**src/sv/plb_pkg.sv**
```systemverilog
// ----------------------------------------------------------------------------
// plb_pkg
// Shared types and constants for the piece list / bitboard table.
// ----------------------------------------------------------------------------
package plb_pkg;

  localparam int NUM_SQUARES  = 64;
  localparam int NUM_BUCKETS  = 12;
  localparam int NUM_KINDS    = 6;
  localparam int BUCKET_SLOTS = 64;

  localparam int SQ_W  = $clog2(NUM_SQUARES);
  localparam int BKT_W = 4;
  localparam int CNT_W = 7;

  localparam logic [BKT_W-1:0] NO_BUCKET = BKT_W'(NUM_BUCKETS);
  localparam logic [2:0]       KIND_MAX  = 3'(NUM_KINDS - 1);

  typedef enum logic [2:0] {
    ACT_ADD    = 3'd0,
    ACT_REMOVE = 3'd1,
    ACT_MOVE   = 3'd2,
    ACT_SWAP   = 3'd3,
    ACT_CLEAR  = 3'd4
  } act_e;

  typedef enum logic [1:0] {
    ST_OK       = 2'd0,
    ST_OCCUPIED = 2'd1,
    ST_EMPTY    = 2'd2
  } status_e;

  // per-bucket update controls
  typedef struct packed {
    logic rm;    // drop the source square from this bucket
    logic add;   // put the add square into this bucket
    logic wipe;  // empty the bucket
  } lane_ctl_t;

endpackage

```
**src/sv/plb_lane.sv**
```systemverilog
// ----------------------------------------------------------------------------
// plb_lane
// One bucket: occupancy map and count registers, square lookups, update.
// ----------------------------------------------------------------------------
module plb_lane
  import plb_pkg::*;
(
  input  logic                   clk_i,
  input  logic                   rst_ni,
  input  logic [SQ_W-1:0]        sq_a_i,
  input  logic [SQ_W-1:0]        sq_b_i,
  input  logic [SQ_W-1:0]        add_sq_i,
  input  lane_ctl_t              ctl_i,
  output logic                   hit_a_o,
  output logic                   hit_b_o,
  output logic [CNT_W-1:0]       cnt_o,
  output logic [NUM_SQUARES-1:0] map_nx_o,
  output logic [CNT_W-1:0]       cnt_nx_o
);

  logic [NUM_SQUARES-1:0] map_q, map_d;
  logic [CNT_W-1:0]       cnt_q, cnt_d;
  logic [NUM_SQUARES-1:0] clr_mask, set_mask;

  always_comb begin
    clr_mask = ctl_i.rm  ? (NUM_SQUARES'(1) << sq_a_i)   : '0;
    set_mask = ctl_i.add ? (NUM_SQUARES'(1) << add_sq_i) : '0;
    if (ctl_i.wipe) begin
      map_d = '0;
      cnt_d = '0;
    end else begin
      map_d = (map_q & ~clr_mask) | set_mask;
      cnt_d = cnt_q + CNT_W'(ctl_i.add) - CNT_W'(ctl_i.rm);
    end
  end

  always_ff @(posedge clk_i or negedge rst_ni) begin
    if (!rst_ni) begin
      map_q <= '0;
      cnt_q <= '0;
    end else begin
      map_q <= map_d;
      cnt_q <= cnt_d;
    end
  end

  assign hit_a_o  = map_q[sq_a_i];
  assign hit_b_o  = map_q[sq_b_i];
  assign cnt_o    = cnt_q;
  assign map_nx_o = map_d;
  assign cnt_nx_o = cnt_d;

endmodule

```
**src/sv/piece_list_bitboard_table_top.sv**
```systemverilog
// ----------------------------------------------------------------------------
// piece_list_bitboard_table_top
// Twelve piece buckets (color*6+kind) over a 64-square board, each with an
// occupancy map and a count; add, remove, move, remove-then-add and clear.
// ----------------------------------------------------------------------------
//
//  channel   | signals                                         | dir | flow
//  ----------+-------------------------------------------------+-----+-----------
//  request   | start, busy, action_i, square_a_i, square_b_i,  | in  | start&!busy
//            | piece_kind_i, piece_white_i                     |     |
//  result    | done_o, status_o, bucket_id_o, bucket_map_o,    | out | 1-cycle
//            | bucket_size_o                                   |     | strobe
//
//  Cycles: one request per clock while busy is low; its result strobes from
//  the result regs, after the request register and one pass of lookup/update.
//  The square lookups and the board update both run in the same cycle,
//  so back-to-back requests see each other's updates.
//  Reset: all buckets empty. busy is high while in reset and until its
//  register clears after release, then stays low.
//  Stalls: none; the receiver takes every result in its strobe cycle.
//
//  A square's owning bucket is the bucket whose map has that square's bit
//  set (maps are disjoint), so no separate per-square tag store is kept.
//  The list order within a bucket never reaches the result port, so only
//  the maps and counts are held.
// ----------------------------------------------------------------------------
module piece_list_bitboard_table_top
  import plb_pkg::*;
(
  input  logic                   clk_i,
  input  logic                   rst_ni,
  input  logic                   start,
  output logic                   busy,
  input  logic [2:0]             action_i,
  input  logic [5:0]             square_a_i,
  input  logic [5:0]             square_b_i,
  input  logic [2:0]             piece_kind_i,
  input  logic                   piece_white_i,
  output logic                   done_o,
  output logic [1:0]             status_o,
  output logic [3:0]             bucket_id_o,
  output logic [63:0]            bucket_map_o,
  output logic [6:0]             bucket_size_o
);

  // ---- request register ----
  logic             busy_q;
  logic             req_vld_q;
  logic [2:0]       req_act_q;
  logic [SQ_W-1:0]  req_sa_q, req_sb_q;
  logic [2:0]       req_kind_q;
  logic             req_white_q;
  logic             accept;

  assign accept = start && !busy_q;
  assign busy   = busy_q;

  always_ff @(posedge clk_i or negedge rst_ni) begin
    if (!rst_ni) begin
      busy_q    <= 1'b1;
      req_vld_q <= 1'b0;
    end else begin
      busy_q    <= 1'b0;
      req_vld_q <= accept;
    end
  end

  always_ff @(posedge clk_i) begin
    if (accept) begin
      req_act_q   <= action_i;
      req_sa_q    <= square_a_i;
      req_sb_q    <= square_b_i;
      req_kind_q  <= piece_kind_i;
      req_white_q <= piece_white_i;
    end
  end

  // ---- bucket lanes ----
  logic [NUM_BUCKETS-1:0] hit_a, hit_b;
  logic [CNT_W-1:0]       cnt_cur [NUM_BUCKETS];
  logic [NUM_SQUARES-1:0] map_nx  [NUM_BUCKETS];
  logic [CNT_W-1:0]       cnt_nx  [NUM_BUCKETS];
  lane_ctl_t              lane_ctl [NUM_BUCKETS];
  logic [SQ_W-1:0]        add_sq;

  for (genvar g = 0; g < NUM_BUCKETS; g++) begin : g_lane
    plb_lane u_lane (
      .clk_i    (clk_i),
      .rst_ni   (rst_ni),
      .sq_a_i   (req_sa_q),
      .sq_b_i   (req_sb_q),
      .add_sq_i (add_sq),
      .ctl_i    (lane_ctl[g]),
      .hit_a_o  (hit_a[g]),
      .hit_b_o  (hit_b[g]),
      .cnt_o    (cnt_cur[g]),
      .map_nx_o (map_nx[g]),
      .cnt_nx_o (cnt_nx[g])
    );
  end

  // ---- decode and update control ----
  logic             occ_a, occ_b, kind_ok;
  logic [BKT_W-1:0] tag_a, add_bkt, add_tgt, rep_bkt;
  logic [CNT_W-1:0] add_cnt, cnt_after;
  logic             do_rm, do_add, wipe;
  status_e          st;
  logic [NUM_SQUARES-1:0] res_map;
  logic [CNT_W-1:0]       res_cnt;

  always_comb begin
    tag_a = NO_BUCKET;
    for (int i = 0; i < NUM_BUCKETS; i++) begin
      if (hit_a[i]) tag_a = BKT_W'(i);
    end
    occ_a   = |hit_a;
    occ_b   = |hit_b;
    kind_ok = (req_kind_q <= KIND_MAX);
    add_bkt = (req_white_q ? BKT_W'(NUM_KINDS) : '0) + BKT_W'(req_kind_q);

    add_cnt = '0;
    for (int i = 0; i < NUM_BUCKETS; i++) begin
      if (add_bkt == BKT_W'(i)) add_cnt = cnt_cur[i];
    end
    // count of the add bucket once the source square has left it
    cnt_after = add_cnt - CNT_W'(tag_a == add_bkt);

    do_rm   = 1'b0;
    do_add  = 1'b0;
    wipe    = 1'b0;
    add_sq  = req_sa_q;
    add_tgt = add_bkt;
    st      = ST_OK;
    rep_bkt = NO_BUCKET;

    if (req_vld_q) begin
      case (act_e'(req_act_q))
        ACT_ADD: begin
          if (kind_ok) begin
            rep_bkt = add_bkt;
            if (occ_a || add_cnt >= CNT_W'(BUCKET_SLOTS)) st = ST_OCCUPIED;
            else do_add = 1'b1;
          end
        end
        ACT_REMOVE: begin
          if (!occ_a) begin
            st = ST_EMPTY;
          end else begin
            do_rm   = 1'b1;
            rep_bkt = tag_a;
          end
        end
        ACT_MOVE: begin
          if (!occ_a) begin
            st = ST_EMPTY;
          end else begin
            rep_bkt = tag_a;
            if (occ_b) begin
              st = ST_OCCUPIED;
            end else begin
              // move = drop source and set destination in the same bucket
              do_rm   = 1'b1;
              do_add  = 1'b1;
              add_sq  = req_sb_q;
              add_tgt = tag_a;
            end
          end
        end
        ACT_SWAP: begin
          if (!occ_a) begin
            st = ST_EMPTY;
          end else begin
            do_rm  = 1'b1;
            add_sq = req_sb_q;
            if (kind_ok) begin
              rep_bkt = add_bkt;
              if ((occ_b && req_sb_q != req_sa_q) ||
                  cnt_after >= CNT_W'(BUCKET_SLOTS)) begin
                st = ST_OCCUPIED;
              end else begin
                do_add = 1'b1;
              end
            end
          end
        end
        ACT_CLEAR: wipe = 1'b1;
        default: ;
      endcase
    end

    for (int i = 0; i < NUM_BUCKETS; i++) begin
      lane_ctl[i].rm   = do_rm  && (tag_a   == BKT_W'(i));
      lane_ctl[i].add  = do_add && (add_tgt == BKT_W'(i));
      lane_ctl[i].wipe = wipe;
    end

    // report the touched bucket's state after this update
    res_map = '0;
    res_cnt = '0;
    for (int i = 0; i < NUM_BUCKETS; i++) begin
      if (rep_bkt == BKT_W'(i)) begin
        res_map = map_nx[i];
        res_cnt = cnt_nx[i];
      end
    end
  end

  // ---- result register ----
  logic                   done_q;
  status_e                status_q;
  logic [BKT_W-1:0]       id_q;
  logic [NUM_SQUARES-1:0] map_q;
  logic [CNT_W-1:0]       size_q;

  always_ff @(posedge clk_i or negedge rst_ni) begin
    if (!rst_ni) begin
      done_q <= 1'b0;
    end else begin
      done_q <= req_vld_q;
    end
  end

  always_ff @(posedge clk_i) begin
    if (req_vld_q) begin
      status_q <= st;
      id_q     <= rep_bkt;
      map_q    <= res_map;
      size_q   <= res_cnt;
    end
  end

  assign done_o        = done_q;
  assign status_o      = status_q;
  assign bucket_id_o   = id_q;
  assign bucket_map_o  = map_q;
  assign bucket_size_o = size_q;

  // ---- assertions ----
  a_done_follows_req: assert property (@(posedge clk_i) disable iff (!rst_ni)
    (start && !busy) |=> ##1 done_o)
    else $error("result strobe missing two cycles after request");

  a_empty_no_bucket: assert property (@(posedge clk_i) disable iff (!rst_ni)
    (done_o && status_o == ST_EMPTY) |-> bucket_id_o == NO_BUCKET)
    else $error("empty-source status with a bucket reported");

  a_none_is_zero: assert property (@(posedge clk_i) disable iff (!rst_ni)
    (done_o && bucket_id_o == NO_BUCKET) |-> (bucket_map_o == '0 && bucket_size_o == '0))
    else $error("no bucket reported but map or size nonzero");

  a_count_matches_map: assert property (@(posedge clk_i) disable iff (!rst_ni)
    (done_o && bucket_id_o != NO_BUCKET) |->
      $countones(bucket_map_o) == int'(bucket_size_o))
    else $error("bucket count disagrees with its occupancy map");

endmodule

```
**config.mk**
```make
export PLATFORM = sky130hd
export DESIGN_NAME = piece_list_bitboard_table_top
export DESIGN_NICKNAME = d
export VERILOG_FILES = /design/src/sv/plb_pkg.sv /design/src/sv/plb_lane.sv /design/src/sv/piece_list_bitboard_table_top.sv
export SDC_FILE = /design/constraint.sdc
export NUM_CORES = 2
export LEC_CHECK = 0
export BUFFER_PORTS_ARGS = -buffer_cell sky130_fd_sc_hd__buf_4
export CORE_ASPECT_RATIO = 0.9
export CORE_MARGIN = 2
export CORE_UTILIZATION = 26
export DETAILED_ROUTE_END_ITERATION = 10
export PLACE_DENSITY = 0.41
export SLEW_MARGIN = 5
export SYNTH_ARGS = -nofsm -noshare
export SYNTH_HDL_FRONTEND = slang
export SYNTH_SLANG_ARGS = --single-unit
```
**constraint.sdc**
```tcl
create_clock -name clk_i -period 11.59 [get_ports clk_i]
set_input_delay 1.159 -clock clk_i [delete_from_list [all_inputs] [get_ports clk_i]]
set_output_delay 1.159 -clock clk_i [all_outputs]
set_load 0.05 [all_outputs]
```
==> results.cfg <==
[outcome]
outcome = finished with violations
violations = max-capacitance violations, max-slew violations

[pwr]
ir_worst_vdd_mv = 0.1270
leakagePower_nw = 27.98
power_density_mw_per_mm2 = 142.1

[synthesis]
synthTopCellsByArea = dfrtp_1 (35%), a21oi_1 (7.5%), o21ai_0 (7.4%)
synth_top_area_share_pct = 34.57
yosys_warnings = 0
synth.avg_cell_area_sq_um = 8.689
synth.ff_latch_count = 951
syn_nets = 7235
synthCells = 7114
synth-main-ff-cell = dfrtp_1
ys_types = 115
syn_area_sq_mm = 0.06181
synth_edf_count = 96
yosysTopAreaCell = dfrtp_1
ys_async_sr_fraction_pct = 89.91
seq_area_frac_synth_pct = 39.28

[floorplan]
core-area_sq_mm = 0.2360
die_x_microns = 518.0
row_count = 169
fp.dieH_microns = 466.6
floorplan.die_area_sq_mm = 0.2417
ios = 101
initial_core_util_pct = 26.19

[sta]
fin_crit_sh_pct = 87.24
slew_headroom_pct = -8.866
slew_violations = 5
final-hold-violation-count = 0
worst_slew_pin_slew_ps = 1627
fmax_mhz = 98.90
finClkSkew_ps = 46.37
rsz0062_at_grt = false
tns_ps = 0
min_period_ps = 10110
finalSetupViolCount = 0

[routing]
ant_nets = 0
num_vias = 68960
dr.pass1.iters = 9
drc = 0
drtIter0Drc = 12190
wl_microns = 455100
viasPerCell = 6.688
wire_per_inst_microns = 44.14

[critical_path]
path_common_cell = o31ai_1
cp.arrival_ps = 10680
start_kind = flip-flop
required_ps = 12150
crit_path_end_kind = flip-flop
cpPeakStageDelay_ps = 940
cp_slowest_cell = inv_1
crit_type = reg -> reg
path_delay_family = compound AO/OA/AOI/OAI gates
critPathBufInv = 6
path_max_fanout = 9

[global_route]
grt_pass1_vias = 63340
grt_max_degree = 147
gr-total-overflow = 0
antenna_found_initial = 75
grt_pass1_wl_microns = 601500
grt.total_usage_pct = 36.26

[clocking]
cts_tree = yes
cts.repair.resized = 0
postCtsHoldBufs = 0
path_clk_slew_ps = 80
cts_inserted_buffers = 121
ctsRootBufferMaster = clkbuf_16
clock_latency_ps = 840
htree_levels = 3
cts_setup_buffers = 0
cts_sinks = 951
clk_path_buf_depth = 3

[placed_design]
portBuffers = 100
gp_congestion = 1.061
hpwlAfterDp_microns = 308700
dp_cells = 10020

[layout]
layout_commonest_cell = a21oi_1
syn2layout_area_growth_pct = 14.81
drive_gt1_share_pct = 13.62
fin_cells = 10310
final_cell_mix = a21oi_1 (931), o21ai_0 (912), dfrtp_1 (853)
fin_nets = 7098

[worst_hold_path]
hold_class = in -> async

[run]
maxCapViolations = 2
-- worst register-to-register path, delay by kind of cell (launching register included) --
| family | cells | cell delay (ps) |
|---|---|---|
| compound gates | 13 | 3040 |
| xor+xnor | 3 | 430 |
| fa+ha+maj | 4 | 1140 |
| buf+inv | 6 | 2150 |
| flops | 1 | 560 |
| mux | 1 | 290 |
| simple gates | 8 | 2210 |
-- metrics by stage --
step	instance area, sq um	utilization [%]	worst slack [ps]	hold slack, ps	power, mW
6_report	70970	30.07	1479	374.8	10.09
5_1_grt	70850	30.03	1184	442.1	10.42
4_1_cts	70810	30.01	1812	429.4	10.05
3_5_place_dp	66780	28.30	1848	577.8	6.030
3_3_place_gp	66780	28.30	1693	572.6	6.033
2_1_floorplan	61810	-	3281	521.6	5.216
-- area by class of cell --
class	instances	area, sq um
clock buffers	167	3371
diodes	64	160.2
multi-input cells	5347	34540
inverters	141	529.3
well taps	3163	3958
repair buffers	415	3473
flip-flops and latches	951	24280
fillers	25070	165000
clock inverters	63	658.1
-- state kept, by name, summed over array words and instances (netlist names) --
signal               count
bucket_id_o              4
bucket_map_o            64
bucket_size_o            7
busy                     1
done_o                   1
g_lane.u_lane.cnt_o     84
g_lane.u_lane.map_q    768
req_act_q                3
req_kind_q               3
req_sa_q                 6
req_sb_q                 6
req_vld_q                1
req_white_q              1
status_o                 2
-- Yosys cell counts, drive strengths merged (22+ instances only) --
| cell type | instances |
|---|---|
| inv | 139 |
| a22oi | 52 |
| dfrtp | 854 |
| nand3 | 181 |
| clkbuf | 450 |
| edfxtp | 96 |
| mux2i | 106 |
| nor2 | 402 |
| nand2b | 49 |
| xnor2 | 48 |
| a211oi | 49 |
| or3 | 22 |
| o221ai | 64 |
| nor3 | 132 |
| a21oi | 932 |
| mux4 | 184 |
| o31ai | 46 |
| o21a | 109 |
| buf | 225 |
| nor4 | 131 |
| nor2b | 30 |
| xor2 | 32 |
| nand4 | 38 |
| nand2 | 845 |
| o21ai | 943 |
| a221oi | 57 |
| a21o | 55 |
| o22ai | 119 |
| o211ai | 97 |
| or4 | 25 |
| a31oi | 37 |
| and3 | 39 |
| ha | 86 |
| and2 | 102 |
-- path summary, 6_finish.rpt --
check | startpoint | end | slack, ps | cells after the start
max | req_sa_q[2] | bucket_size_o[6] | 1480 | 35
max in group asynchronous | rst_ni | g_lane[7].u_lane.map_q[48] | 8840 | 3
min in group clk_i | piece_kind_i[0] | req_kind_q[0] | 500 | 1
min | rst_ni | g_lane[7].u_lane.map_q[15] | 370 | 1
min reg2reg | g_lane[9].u_lane.map_q[7] | g_lane[9].u_lane.map_q[7] | 590 | 2
max reg2reg | req_sa_q[2] | bucket_size_o[6] | 1480 | 35
-- kinds of logic after synthesis --
kind of cell | after synthesis | synth area share (%)
and+or+nand+nor | 2056 | 15.78
DFF | 951 | 39.28
buffers and inverters | 816 | 5.631
AOI/OAI and AO/OA | 2805 | 27.27
other | 1 | 0.006067
muxes | 306 | 8.732
adders and majority gates | 99 | 2.162
xor gates and xnor gates | 80 | 1.134
-- power breakdown --
group / internal (mW) / leakage, nW / switching [mW]
combinational: 0.834 / 13.3 / 1.50
sequential: 3.55 / 12.7 / 0.155
clock: 2.27 / 1.96 / 1.77
-- metal layers --
| layer | global-route usage [%] | part of all wire, % |
|---|---|---|
| met2 | 49.49 | 40 |
| met1 | 47.23 | 39 |
| met4 | 25.08 | 8.1 |
| met3 | 12.97 | 13 |
| met5 | 0.9792 | 0.043 |
Note: power is estimated with default switching activity, not from simulation.
